==> src/sv/twi_master_transaction_sequencer_top_assert.svh <==
// assertion macros for the two-wire master sequencer
`ifndef TWI_MASTER_TRANSACTION_SEQUENCER_TOP_ASSERT_SVH
`define TWI_MASTER_TRANSACTION_SEQUENCER_TOP_ASSERT_SVH

// same-cycle implication, sampled on i_clk, off during reset
`define TWMS_ASSERT_NOW(lbl, ante, cons, msg) \
    lbl: assert property (@(posedge i_clk) disable iff (!i_rst_n) (ante) |-> (cons)) \
        else $error(msg);

// next-cycle implication, sampled on i_clk, off during reset
`define TWMS_ASSERT_NEXT(lbl, ante, cons, msg) \
    lbl: assert property (@(posedge i_clk) disable iff (!i_rst_n) (ante) |=> (cons)) \
        else $error(msg);

`endif

==> src/sv/twms_pkg.sv <==
// types and constants shared by the two-wire master sequencer
package twms_pkg;

    localparam int BUF_DEPTH = 128;
    localparam int ADDR_W    = $clog2(BUF_DEPTH);

    localparam logic [7:0] STATUS_MASK = 8'hFC;
    localparam logic [7:0] NO_STATUS   = 8'hF8;

    localparam logic [7:0] ST_START     = 8'h08;
    localparam logic [7:0] ST_RESTART   = 8'h10;
    localparam logic [7:0] ST_ADDR_ACK  = 8'h18;
    localparam logic [7:0] ST_DATA_ACK  = 8'h28;
    localparam logic [7:0] ST_ARB_LOST  = 8'h38;
    localparam logic [7:0] ST_RX_ADDR   = 8'h40;
    localparam logic [7:0] ST_RX_ACK    = 8'h50;
    localparam logic [7:0] ST_RX_NACK   = 8'h58;

    typedef enum logic [1:0] {
        MODE_LOAD  = 2'd0,
        MODE_START = 2'd1,
        MODE_EVENT = 2'd2,
        MODE_READ  = 2'd3
    } t_mode;

    typedef struct packed {
        t_mode      mode;
        logic [6:0] index;
        logic [7:0] value;
        logic [6:0] dev_address;
        logic       read_not_write;
        logic [7:0] length;
        logic [7:0] status;
    } t_in_beat;

    typedef struct packed {
        logic       ctl_write;
        logic       ctl_start;
        logic       ctl_stop;
        logic       ctl_ack;
        logic       ctl_int_enable;
        logic       data_load;
        logic [7:0] data_out;
        logic       busy_res;
        logic       transfer_ok;
        logic [7:0] fail_status;
        logic [7:0] read_value;
    } t_out_beat;

endpackage

==> src/sv/twms_if.sv <==
// valid/ready channels for the sequencer item and result beats
interface twms_in_if;
    import twms_pkg::*;
    logic     valid;
    logic     ready;
    t_in_beat payload;
    modport source (output valid, output payload, input ready);
    modport sink (input valid, input payload, output ready);
endinterface

interface twms_out_if;
    import twms_pkg::*;
    logic      valid;
    logic      ready;
    t_out_beat payload;
    modport source (output valid, output payload, input ready);
    modport sink (input valid, input payload, output ready);
endinterface

==> src/sv/twi_master_transaction_sequencer_top.sv <==
// two-wire bus master transaction sequencer, top level
//
// i_req carries one item per beat: buffer load, transaction start, bus status
// event or buffer read. o_rsp returns exactly one result beat per item, with
// the control command for the byte engine, the byte to transmit, the busy and
// completion flags, the stored failure status and the byte read back.
// an item taken sits in the input register; its result is registered when
// o_rsp is not stalled. one item per cycle is sustained while o_rsp is not
// stalled; the frame buffer is a single ram read at the item register stage,
// and its registered read data feeds data_out and read_value directly.
// i_rst_n low clears the pointer, length, flags and both valid bits and sets
// the failure status to 0xf8; buffer contents are not cleared.
// when o_rsp is stalled the result and ram read data hold, the input register
// still takes one more item, and then i_req.ready drops until the result beat
// is taken.
module twi_master_transaction_sequencer_top (
    input logic        i_clk,
    input logic        i_rst_n,
    twms_in_if.sink    i_req,
    twms_out_if.source o_rsp
);
    import twms_pkg::*;

    logic              r_s1_valid;
    t_in_beat          r_s1;
    logic              r_out_valid;
    t_out_beat         r_res;
    logic              r_sel_dl;
    logic              r_sel_rd;

    logic [7:0]        r_ptr;
    logic [7:0]        r_len;
    logic              r_ok;
    logic              r_busy;
    logic [7:0]        r_fail;

    logic [7:0]        n_ptr;
    logic [7:0]        n_len;
    logic              n_ok;
    logic              n_busy;
    logic [7:0]        n_fail;
    t_out_beat         n_res;
    logic              n_sel_rd;

    logic              w_adv;
    logic              w_fire;
    logic [7:0]        w_st;
    logic              w_we;
    logic [ADDR_W-1:0] w_waddr;
    logic [7:0]        w_wdata;
    logic              w_re;
    logic [ADDR_W-1:0] w_raddr;
    logic [7:0]        w_rdata;

    assign w_adv       = !r_out_valid || o_rsp.ready;
    assign w_fire      = r_s1_valid && w_adv;
    assign i_req.ready = !r_s1_valid || w_adv;
    assign w_st        = r_s1.status & STATUS_MASK;

    always_ff @(posedge i_clk) begin
        if (!i_rst_n) begin
            r_s1_valid <= 1'b0;
        end else if (i_req.ready) begin
            r_s1_valid <= i_req.valid;
        end
    end

    always_ff @(posedge i_clk) begin
        if (i_req.valid && i_req.ready) begin
            r_s1 <= i_req.payload;
        end
    end

    always_comb begin
        logic [7:0] v_ptr;
        logic [8:0] v_inc;
        v_ptr    = r_ptr;
        v_inc    = '0;
        n_ptr    = r_ptr;
        n_len    = r_len;
        n_ok     = r_ok;
        n_busy   = r_busy;
        n_fail   = r_fail;
        n_res    = '0;
        n_sel_rd = 1'b0;
        w_we     = 1'b0;
        w_waddr  = '0;
        w_wdata  = '0;
        w_re     = 1'b0;
        w_raddr  = '0;

        unique case (r_s1.mode)
            MODE_LOAD: begin
                if ({2'b00, r_s1.index} < 9'(BUF_DEPTH)) begin
                    w_we    = 1'b1;
                    w_waddr = ADDR_W'(r_s1.index);
                    w_wdata = r_s1.value;
                end
            end
            MODE_START: begin
                w_we    = 1'b1;
                w_waddr = '0;
                w_wdata = {r_s1.dev_address, r_s1.read_not_write};
                n_len   = ({1'b0, r_s1.length} > 9'(BUF_DEPTH)) ? 8'(BUF_DEPTH)
                                                               : r_s1.length;
                n_ok    = 1'b0;
                n_fail  = NO_STATUS;
                n_busy  = 1'b1;
                n_res.ctl_write      = 1'b1;
                n_res.ctl_start      = 1'b1;
                n_res.ctl_int_enable = 1'b1;
            end
            MODE_EVENT: begin
                if (r_busy) begin
                    n_res.ctl_write = 1'b1;
                    unique case (w_st)
                        ST_START, ST_RESTART, ST_ADDR_ACK, ST_DATA_ACK: begin
                            if (w_st == ST_START || w_st == ST_RESTART) begin
                                v_ptr = '0;
                            end
                            n_ptr = v_ptr;
                            if (v_ptr < r_len) begin
                                w_re    = 1'b1;
                                w_raddr = ADDR_W'(v_ptr);
                                n_ptr   = (v_ptr == 8'hFF) ? v_ptr : v_ptr + 8'd1;
                                n_res.data_load      = 1'b1;
                                n_res.ctl_int_enable = 1'b1;
                            end else begin
                                n_ok   = 1'b1;
                                n_busy = 1'b0;
                                n_res.ctl_stop = 1'b1;
                            end
                        end
                        ST_RX_ACK, ST_RX_ADDR: begin
                            if (w_st == ST_RX_ACK) begin
                                if ({1'b0, r_ptr} < 9'(BUF_DEPTH)) begin
                                    w_we    = 1'b1;
                                    w_waddr = ADDR_W'(r_ptr);
                                    w_wdata = r_s1.value;
                                end
                                v_ptr = (r_ptr == 8'hFF) ? r_ptr : r_ptr + 8'd1;
                            end
                            n_ptr = v_ptr;
                            v_inc = {1'b0, v_ptr} + 9'd1;
                            n_res.ctl_int_enable = 1'b1;
                            n_res.ctl_ack        = v_inc < {1'b0, r_len};
                        end
                        ST_RX_NACK: begin
                            if ({1'b0, r_ptr} < 9'(BUF_DEPTH)) begin
                                w_we    = 1'b1;
                                w_waddr = ADDR_W'(r_ptr);
                                w_wdata = r_s1.value;
                            end
                            n_ok   = 1'b1;
                            n_busy = 1'b0;
                            n_res.ctl_stop = 1'b1;
                        end
                        ST_ARB_LOST: begin
                            n_res.ctl_start      = 1'b1;
                            n_res.ctl_int_enable = 1'b1;
                        end
                        default: begin
                            n_fail = w_st;
                            n_busy = 1'b0;
                        end
                    endcase
                end
            end
            MODE_READ: begin
                if ({2'b00, r_s1.index} < 9'(BUF_DEPTH)) begin
                    w_re     = 1'b1;
                    w_raddr  = ADDR_W'(r_s1.index);
                    n_sel_rd = 1'b1;
                end
            end
            default: begin
            end
        endcase

        n_res.busy_res    = n_busy;
        n_res.transfer_ok = n_ok;
        n_res.fail_status = n_fail;
    end

    twms_ram #(
        .WIDTH (8),
        .DEPTH (BUF_DEPTH)
    ) u_frame_buf (
        .i_clk   (i_clk),
        .i_we    (w_fire && w_we),
        .i_waddr (w_waddr),
        .i_wdata (w_wdata),
        .i_re    (w_fire && w_re),
        .i_raddr (w_raddr),
        .o_rdata (w_rdata)
    );

    always_ff @(posedge i_clk) begin
        if (!i_rst_n) begin
            r_out_valid <= 1'b0;
            r_ptr       <= '0;
            r_len       <= '0;
            r_ok        <= 1'b0;
            r_busy      <= 1'b0;
            r_fail      <= NO_STATUS;
        end else begin
            if (w_adv) begin
                r_out_valid <= r_s1_valid;
            end
            if (w_fire) begin
                r_ptr  <= n_ptr;
                r_len  <= n_len;
                r_ok   <= n_ok;
                r_busy <= n_busy;
                r_fail <= n_fail;
            end
        end
    end

    always_ff @(posedge i_clk) begin
        if (w_fire) begin
            r_res    <= n_res;
            r_sel_dl <= n_res.data_load;
            r_sel_rd <= n_sel_rd;
        end
    end

    assign o_rsp.valid = r_out_valid;

    always_comb begin
        o_rsp.payload            = r_res;
        o_rsp.payload.data_out   = r_sel_dl ? w_rdata : 8'd0;
        o_rsp.payload.read_value = r_sel_rd ? w_rdata : 8'd0;
    end

    `include "twi_master_transaction_sequencer_top_assert.svh"

    `TWMS_ASSERT_NOW(a_len_bound, 1'b1, {1'b0, r_len} <= 9'(BUF_DEPTH), "frame length over depth")
    `TWMS_ASSERT_NOW(a_stop_idle, r_out_valid && r_res.ctl_stop, !r_res.busy_res, "stop while busy")
    `TWMS_ASSERT_NOW(a_load_cmd, r_out_valid && r_res.data_load, r_res.ctl_write && r_res.ctl_int_enable, "data load without command")
    `TWMS_ASSERT_NOW(a_quiet_cmd, r_out_valid && !r_res.ctl_write, !(r_res.ctl_start || r_res.ctl_stop || r_res.ctl_ack || r_res.ctl_int_enable), "control flags without write")
    `TWMS_ASSERT_NEXT(a_start_busy, w_fire && r_s1.mode == MODE_START, r_busy && !r_ok, "start did not set busy")

endmodule

==> src/sv/twms_ram.sv <==
// generic single-write, single-read ram with registered read data
module twms_ram #(
    parameter int WIDTH = 8,
    parameter int DEPTH = 128
) (
    input  logic                     i_clk,
    input  logic                     i_we,
    input  logic [$clog2(DEPTH)-1:0] i_waddr,
    input  logic [WIDTH-1:0]         i_wdata,
    input  logic                     i_re,
    input  logic [$clog2(DEPTH)-1:0] i_raddr,
    output logic [WIDTH-1:0]         o_rdata
);

    logic [WIDTH-1:0] r_mem [DEPTH];
    logic [WIDTH-1:0] r_rdata;

    always_ff @(posedge i_clk) begin
        if (i_we) begin
            r_mem[i_waddr] <= i_wdata;
        end
        if (i_re) begin
            r_rdata <= r_mem[i_raddr];
        end
    end

    assign o_rdata = r_rdata;

endmodule
==> src/flat_wrapper.sv <==
// flat-port wrapper written by rule: the top's interface ports become plain ports
module twi_master_transaction_sequencer_top_flat import twms_pkg::*;
  (i_clk, i_rst_n, i_req_valid, i_req_payload, i_req_ready, o_rsp_valid, o_rsp_payload, o_rsp_ready);
  twms_in_if i_req_i ();
  twms_out_if o_rsp_i ();
  input logic i_clk;
  input logic i_rst_n;
  input wire logic [$bits(i_req_i.valid)-1:0] i_req_valid;
  input wire logic [$bits(i_req_i.payload)-1:0] i_req_payload;
  output wire logic [$bits(i_req_i.ready)-1:0] i_req_ready;
  output wire logic [$bits(o_rsp_i.valid)-1:0] o_rsp_valid;
  output wire logic [$bits(o_rsp_i.payload)-1:0] o_rsp_payload;
  input wire logic [$bits(o_rsp_i.ready)-1:0] o_rsp_ready;
  assign i_req_i.valid = i_req_valid;
  assign i_req_i.payload = i_req_payload;
  assign i_req_ready = i_req_i.ready;
  assign o_rsp_valid = o_rsp_i.valid;
  assign o_rsp_payload = o_rsp_i.payload;
  assign o_rsp_i.ready = o_rsp_ready;
  twi_master_transaction_sequencer_top u_core (.i_clk(i_clk), .i_rst_n(i_rst_n), .i_req(i_req_i), .o_rsp(o_rsp_i));
endmodule
==> config.mk <==
export PLATFORM = sky130hd
export DESIGN_NAME = twi_master_transaction_sequencer_top_flat
export DESIGN_NICKNAME = d
export VERILOG_FILES = /design/src/sv/twms_pkg.sv /design/src/sv/twms_if.sv /design/src/sv/twi_master_transaction_sequencer_top.sv /design/src/sv/twms_ram.sv /design/src/flat_wrapper.sv
export VERILOG_INCLUDE_DIRS = /design/src /design/src/sv
export SDC_FILE = /design/constraint.sdc
export NUM_CORES = 1
export LEC_CHECK = 0
export ABC_CLOCK_PERIOD_IN_PS = 7000
export BUFFER_PORTS_ARGS = -buffer_cell sky130_fd_sc_hd__buf_2
export CAP_MARGIN = 20
export CORE_MARGIN = 10
export CORE_UTILIZATION = 31
export CTS_CLUSTER_DIAMETER = 120
export DETAILED_ROUTE_END_ITERATION = 6
export HOLD_SLACK_MARGIN = 0.1
export PLACE_DENSITY = 0.49
export SETUP_SLACK_MARGIN = 0.4
export SLEW_MARGIN = 20
export SYNTH_ARGS = -nofsm -noshare
export SYNTH_HDL_FRONTEND = slang
export SYNTH_SLANG_ARGS = --single-unit
==> constraint.sdc <==
create_clock -name i_clk -period 7 [get_ports i_clk]
set_clock_uncertainty 0.15 [all_clocks]
set_input_delay 1.4 -clock i_clk [delete_from_list [all_inputs] [get_ports i_clk]]
set_output_delay 1.4 -clock i_clk [all_outputs]
set_load 0.02 [all_outputs]
# Yosys cells after proc, flatten, opt, wreduce, memory -nomap -nowiden
# Memory sizes are Yosys's and may differ from the RTL's. A register that Yosys moved wholly into a read port is not among the register bits.
# Cells that the tools add are included.
word_totals:
  register_bits: 86
  latchBits: 0
  ram_bits: 1024
  rom_bits: 0
  out_inout_bits: 34
  wordCells: 127
  mem_count: 1
memory_table:
  columns: ["name", "depth", "word_bits", "read_ports", "rd_clocked_by_memory_dff", "write_ports", "line_no", "rtl"]
  rows:
  - ["u_core.u_frame_buf.r_mem", 128, 8, 1, 1, 1, "twms_ram.sv:15", "logic [WIDTH-1:0] r_mem [DEPTH];"]
classes:
  add_sub_neg: 3
  multipliers: 0
  div: 0
  order_cmp: 4
  eq_ne: 13
  n_shift: 0
  n_mux: 61
  bitwise_logic: 0
  reduce_logical: 21
op_table:
  columns: ["op", "n"]
  rows:
  - ["8-bit two-way mux", 19]
  - ["8-bit one-hot mux with 2 select lines", 3]
  - ["7-bit two-way mux", 6]
  - ["7-bit one-hot mux with 2 select lines", 3]
  - ["8-bit one-hot mux with 3 select lines", 1]
  - ["1-bit one-hot mux with 2 select lines", 10]
  - ["6-bit by 5-bit equality test with 1-bit output, second input constant", 3]
  - ["8-bit by 1-bit adder with 8-bit output, second input constant", 2]
  - ["8-bit equality test, second input constant", 2]
  - ["1-bit two-way mux", 16]
  - ["6-bit by 3-bit equality test with 1-bit output, second input constant", 2]
  - ["6-bit by 4-bit equality test with 1-bit output, second input constant", 2]
  - ["8-bit by 1-bit adder with 9-bit output, second input constant", 1]
  - ["9-bit by 8-bit less-than comparator with 1-bit output", 1]
  - ["8-bit > comparator, second input constant", 1]
  - ["8-bit less-than comparator", 1]
  - ["8-bit less-than comparator, second input constant", 1]
  - ["8-bit OR reduction", 1]
  - ["6-bit by 2-bit equality test with 1-bit output, second input constant", 1]
  - ["6-bit two-way mux", 1]
  - ["3-bit AND reduction", 2]
  - ["2-bit equality test, second input constant", 2]
  - ["1-bit logical AND", 4]
  - ["2-bit one-hot mux with 2 select lines", 1]
  - ["11 further kinds", 16]

# Depth between registers and ports, before layout
logic_depth:
  ltp_word: 12
  depth_mapped: 20
  ltp_nobuf: 16

# Cells and area by module
# A second synthesis with hierarchy kept.
unflattened:
  cells_unflattened: 2093
  hier_area_um2: 44435.1
by_module_without_submodules:
  columns: ["module", "n_inst", "cells_each", "area_each_um2", "seq_area_each_um2"]
  rows:
  - ["twms_ram", 1, 1635, 39745.6, 30989.7]
  - ["twi_master_transaction_sequencer_top", 1, 458, 4689.5, 2242.2]

# Worst setup path after synthesis
# OpenSTA, ideal clock, no wires.
synth_path:
  kind: "reg2reg"
  startpoint: "reg u_core.r_s1[7] (netlist bit)"
  endpoint: "mem u_core.u_frame_buf.r_mem[0][6] (data pin)"
  setup_ps: 796
  arrival_time_ps: 5055
  required_time_ps: 6054
  setup_slack_ps: 999
  path_stages_with_launch: 9
  n_path_buf: 3
  synth_period_minus_slack_ps: 6001
  path_cell_list: "edfxtp_1 or4b_1 clkbuf_1 or4_1 clkbuf_1 nand2b_1 clkbuf_1 a22oi_1 nor2_1"
synth_via:
  elab_chain_cells: 5
synth_lines:
  columns: ["element", "line_no", "rtl"]
  rows:
  - ["start, declared", "twi_master_transaction_sequencer_top.sv:25", "t_in_beat r_s1;"]
  - ["start signal, assigned", "twi_master_transaction_sequencer_top.sv:70", "r_s1 <= i_req.payload;"]
  - ["6-bit by 5-bit equality test with 1-bit output (on tied branches)", "twi_master_transaction_sequencer_top.sv:116, twi_master_transaction_sequencer_top.sv:135", null]
  - ["8-bit two-way mux or 2-bit OR reduction (tied branches)", "twi_master_transaction_sequencer_top.sv:135, twi_master_transaction_sequencer_top.sv:116", null]
  - ["8-bit one-hot mux with 2 select lines (*)", "twi_master_transaction_sequencer_top.sv:116", "unique case (w_st)"]
  - ["8-bit two-way mux (*)", "twi_master_transaction_sequencer_top.sv:114", "if (r_busy) begin"]
  - ["8-bit one-hot mux with 3 select lines (*)", "twi_master_transaction_sequencer_top.sv:92", "unique case (r_s1.mode)"]
  - ["net u_core.u_frame_buf.i_wdata[6]", "twms_ram.sv:9", "input logic [WIDTH-1:0] i_wdata,"]
  - ["end, declared", "twms_ram.sv:15", null]
# The timed path passes the listed nets; every way through them passes the cells marked *.

# Worst setup path after layout
layout_path:
  startpoint: "reg u_core.r_s1[7] (netlist bit)"
  endpoint: "reg u_core.u_frame_buf.r_rdata[4] (netlist: u_core.u_frame_buf.o_rdata[4]), read port of u_core.u_frame_buf.r_mem (data pin)"
layout_via:
  elab_chain_cells: 12
layout_lines:
  columns: ["element", "line_no", "rtl"]
  rows:
  - ["6-bit by 2-bit equality test with 1-bit output or 6-bit by 3-bit equality test with 1-bit output (tied branches)", "twi_master_transaction_sequencer_top.sv:116, twi_master_transaction_sequencer_top.sv:118", null]
  - ["1-bit logical OR", "twi_master_transaction_sequencer_top.sv:118", "if (w_st == ST_START || w_st == ST_RESTART) begin"]
  - ["8-bit two-way mux", "twi_master_transaction_sequencer_top.sv:118", null]
  - ["8-bit two-way mux", "twi_master_transaction_sequencer_top.sv:116", null]
  - ["8-bit two-way mux", "twi_master_transaction_sequencer_top.sv:114", null]
  - ["8-bit two-way mux", "twi_master_transaction_sequencer_top.sv:92", null]
  - ["8-bit less-than comparator", "twi_master_transaction_sequencer_top.sv:122", "if (v_ptr < r_len) begin"]
  - ["1-bit two-way mux", "twi_master_transaction_sequencer_top.sv:122", null]
  - ["1-bit two-way mux", "twi_master_transaction_sequencer_top.sv:116", null]
  - ["1-bit two-way mux", "twi_master_transaction_sequencer_top.sv:114", null]
  - ["1-bit one-hot mux with 2 select lines", "twi_master_transaction_sequencer_top.sv:92", null]
  - ["1-bit logical AND", "twi_master_transaction_sequencer_top.sv:193", ".i_re (w_fire && w_re),"]
  - ["end, declared", "twms_ram.sv:16", "logic [WIDTH-1:0] r_rdata;"]
# Parallel ways exist; a longest one is shown, timed or not. The select of a mux whose other input is x is not followed.
# A chain may end at the register's enable or synchronous reset.

==> results_dict.tcl <==
set metrics [dict create \
    post_cts.resized_instances 0 \
    synth-warning-count 0 \
    pwr_density_cell_mw_per_mm2 268.7 \
    rows 141 \
    p_switching_mw 3.186 \
    synth_enable_flop_cells 1088 \
    multi_input_comb_area_mm2 0.01208 \
    place.gp.congestion 0.8384 \
    pin_count 79 \
    share_comb_of_total_power_pct 5.1 \
    antenna_cells 0 \
    finalSetupViolCount 0 \
    run_status "finished, final reports clean" \
    p_clk_share_pct 42.9 \
    post_synth_main_area_contributors "sky130_fd_sc_hd__edfxtp_1 (70%), sky130_fd_sc_hd__mux2i_1 (4.1%), sky130_fd_sc_hd__a211oi_1 (2.7%)" \
    worstPathMaxFanout 32 \
    synth_top_flop_cell "sky130_fd_sc_hd__edfxtp_1" \
    critical_path.most_common_cell "sky130_fd_sc_hd__buf_12" \
    grt_setup_unrepaired "false" \
    slowest_delay_ns 0.60 \
    power.ir.vdd_worst_v 0.0001955 \
    1st_iter_drt_viols 2377 \
    worst-r2r-cell-count 17 \
    timing.final.crit_period_ns 6.229 \
    vias 28570 \
    footprint_of_the_flip_flops_and_latches_mm2 0.03323 \
    worst_hold_class "reg2reg" \
    post_cts_hold_buffer_count 0 \
    htreeDepth 3 \
    post_cts_setup_buffers 0 \
    final_net_count 3357 \
    initial_antenna_violation_count 5 \
    clkSinkCount 1116 \
    layout_commonest_cell "sky130_fd_sc_hd__edfxtp_1" \
    path_cells "nor4_2 > nand2_1 > and2_1 > ha_1 > and3_1 > a221oi_1 > buf_4 > and4_1 > o211ai_4 > nand2_8 > buf_12 > buf_12 > mux2i_1 > o22ai_1 > nor4_1 > o221a_1 > a211oi_1" \
    total_leakage_power_nw 17.67 \
    worstHoldStart "u_core.r_fail[1]" \
    via_per_inst 5.297 \
    timing.critical_path.slowest_stage_cell "sky130_fd_sc_hd__o221a_1" \
    endpoint_kind "flop" \
    r2r-start "u_core.r_s1[7]" \
    synth_area_mm2 0.04643 \
    final_critical_path_setup_slack_ns 0.7713 \
    sum_of_negative_setup_slack_ns 0 \
    register_area_share_after_synthesis_pct 71.57 \
    clk_latency_ns 0.75 \
    max-clock-path-buffers 3 \
    worst_setup_path_start_kind "flop" \
    timing.rr.end "u_core.u_frame_buf.o_rdata[4]" \
    timing.final.crit_share_pct 88.98 \
    yosys.area.top_type_share_pct 70.37 \
    report.final.slew_viol_count 0 \
    grt_max_degree 129 \
    filler_cell_count 14270 \
    yosysTopAreaCell "sky130_fd_sc_hd__edfxtp_1" \
    areaGrowthSynthToFinish_pct 14.16 \
    swShare_pct 22.37 \
    die-height_um 407.0 \
    yosys.cell_types.count 84 \
    hpwlAfterDp_um 81180 \
    pwr-share-seq_pct 52.0 \
    clkTransAtPathRegs_ns 0.06 \
    critical_path_arrival_ns 6.53 \
    most_frequent_cells_in_the_layout "sky130_fd_sc_hd__edfxtp_1 (1088), sky130_fd_sc_hd__nand2_1 (262), sky130_fd_sc_hd__mux2i_1 (191)" \
    design.die.area_mm2 0.1657 \
    io_buffer_count 76 \
    pre_cts_setup_slack_ns 0.7456 \
    report.final.hold_viol_count 0 \
    critical_path_class "reg2reg" \
    max_slew_margin_vs_limit_pct 17.58 \
    grt.total_usage_pct 15.86 \
    die_x_um 407.0 \
    detail_route.drc_violations 0 \
    post_drt_antenna_nets 0 \
    synth-seq-cells 1116 \
    ys_async_sr_fraction_pct 0 \
    intPower_mw 11.06 \
    cts_buffers 115 \
    fraction_of_final_layout_cells_with_drive_strength_greater_than_1_pct 11.85 \
    pin_slew_with_the_least_headroom_to_its_limit_ns 1.231 \
    cts_tree "done" \
    synth_area_per_cell_um2 14.32 \
    reg2reg_setup_slack_ns 0.77 \
    hold_path_end "u_core.r_fail[1]" \
    synth_net_count 3307 \
    synthCells 3243 \
    avgRoutedWirePerCell_um 25.01 \
    worstPathRequired_ns 7.30 \
    root_buffer "sky130_fd_sc_hd__clkbuf_16" \
    first_pass_iters 5 \
    start_util_pct 31.29 \
    design.core.area_mm2 0.1484 \
    count_of_cells_along_the_worst_hold_path 1 \
    grt_pass1_wl_um 195500 \
    max_cap_viol_count 0 \
    grt_pass1_vias 27560 \
    grt-ovfl-total 0 \
    maxClockFrequency_ghz 0.1605 \
    detail_route.wirelength_um 134900 \
]
## synth_stat cells (all sizes together), types with 5 or more instances
library cell and number:
a32oi 34, o211ai 40, o221a 7, or4 17
mux2 5, o32ai 16, o211a 17, a211oi 171
inv 37, a21bo 7, nand2 273, nor3b 7
a32o 10, ha 19, o31ai 19, nor3 7
buf 114, xnor2 9, a31o 8, nand3 142
nand4b 9, and3 108, nor2 173, a311oi 17
nand4 5, o22ai 66, and2 34, nand2b 7
a211o 14, xor2 5, a21boi 6, a21oi 114
o21a 12, nor2b 13, nor4 18, dfxtp 28
edfxtp 1088, clkbuf 121, a31oi 55, a22oi 26
a21o 8, mux2i 191, o21ai 132
## worst max-delay path: cells and delay by family, from the launching register on
kind            cells  cell delay, ns
simple gates        7            2.56
flops               1            0.50
compound gates      5            1.37
mux                 1            0.24
fa+ha+maj           1            0.32
buf+inv             3            0.69
## worst max-delay path by stage
stage,from,endpoint,cells past startpoint
floorplan,u_core.r_s1[7],u_core.u_frame_buf.r_mem[0][6],8
global placement,u_core.r_s1[7],u_core.u_frame_buf.o_rdata[3],17
detailed placement,u_core.r_s1[7],u_core.u_frame_buf.o_rdata[3],17
CTS,u_core.r_s1[7],u_core.u_frame_buf.o_rdata[3],17
global route,u_core.r_s1[7],u_core.u_frame_buf.o_rdata[3],17
finish,u_core.r_s1[7],u_core.u_frame_buf.o_rdata[4],17
## layer usage
metal	share of wire, %	global-route usage [%]
met5	0.0096	0
met4	2.6	4.553
met3	6.3	3.124
met2	46	24.61
met1	45	22.43
## final cells by class
| class | count | share of cell area [%] |
|---|---|---|
| clock inverters | 62 | 1.128 |
| flip-flops and latches | 1116 | 62.69 |
| multi-input cells | 1854 | 22.78 |
| well taps | 2002 | 4.726 |
| clock buffers | 153 | 5.911 |
| repair buffers | 168 | 2.493 |
| inverters | 38 | 0.2691 |
## state kept, by name, summed over array words and instances (netlist names)
signal,flops
u_core.o_rsp.payload,15
u_core.o_rsp.valid,1
u_core.r_busy,1
u_core.r_fail,8
u_core.r_len,8
u_core.r_ok,1
u_core.r_ptr,8
u_core.r_s1,39
u_core.r_s1_valid,1
u_core.r_sel_dl,1
u_core.r_sel_rd,1
u_core.u_frame_buf.o_rdata,8
u_core.u_frame_buf.r_mem,1024
## through the flow
stage	util (%)	instance area, um^2	power, mW	cells	hold slack (ns)
final	35.73	53010	14.24	5393	0.3051
after global placement	33.21	49270	8.279	5178	0.2955
after floorplan	-	46430	7.962	3243	0.2904
after CTS	35.72	53000	14.38	5393	0.3082
after detailed placement	33.21	49270	8.285	5178	0.2995
after global routing	35.73	53010	14.68	5393	0.3330
## power by group through the flow
stage                     sequential [mW]  combinational (mW)  clock, mW
after global placement               7.55               0.726          0
after global routing                 7.41               0.777       6.49
after floorplan                      7.56               0.402          0
final                                7.41               0.724       6.11
after detailed placement             7.55               0.732          0
after CTS                            7.41               0.733       6.23
## kinds of logic after synthesis
logic type                 synth area share, %
xor gates and xnor gates                0.3126
adders and majority gates               0.5120
buffers and inverters                    2.770
DFF                                      71.57
AOI/OAI and AO/OA                        12.07
and+or+nand+nor                          8.521
muxes                                    4.239
Note: power is estimated with default switching activity, not from simulation.
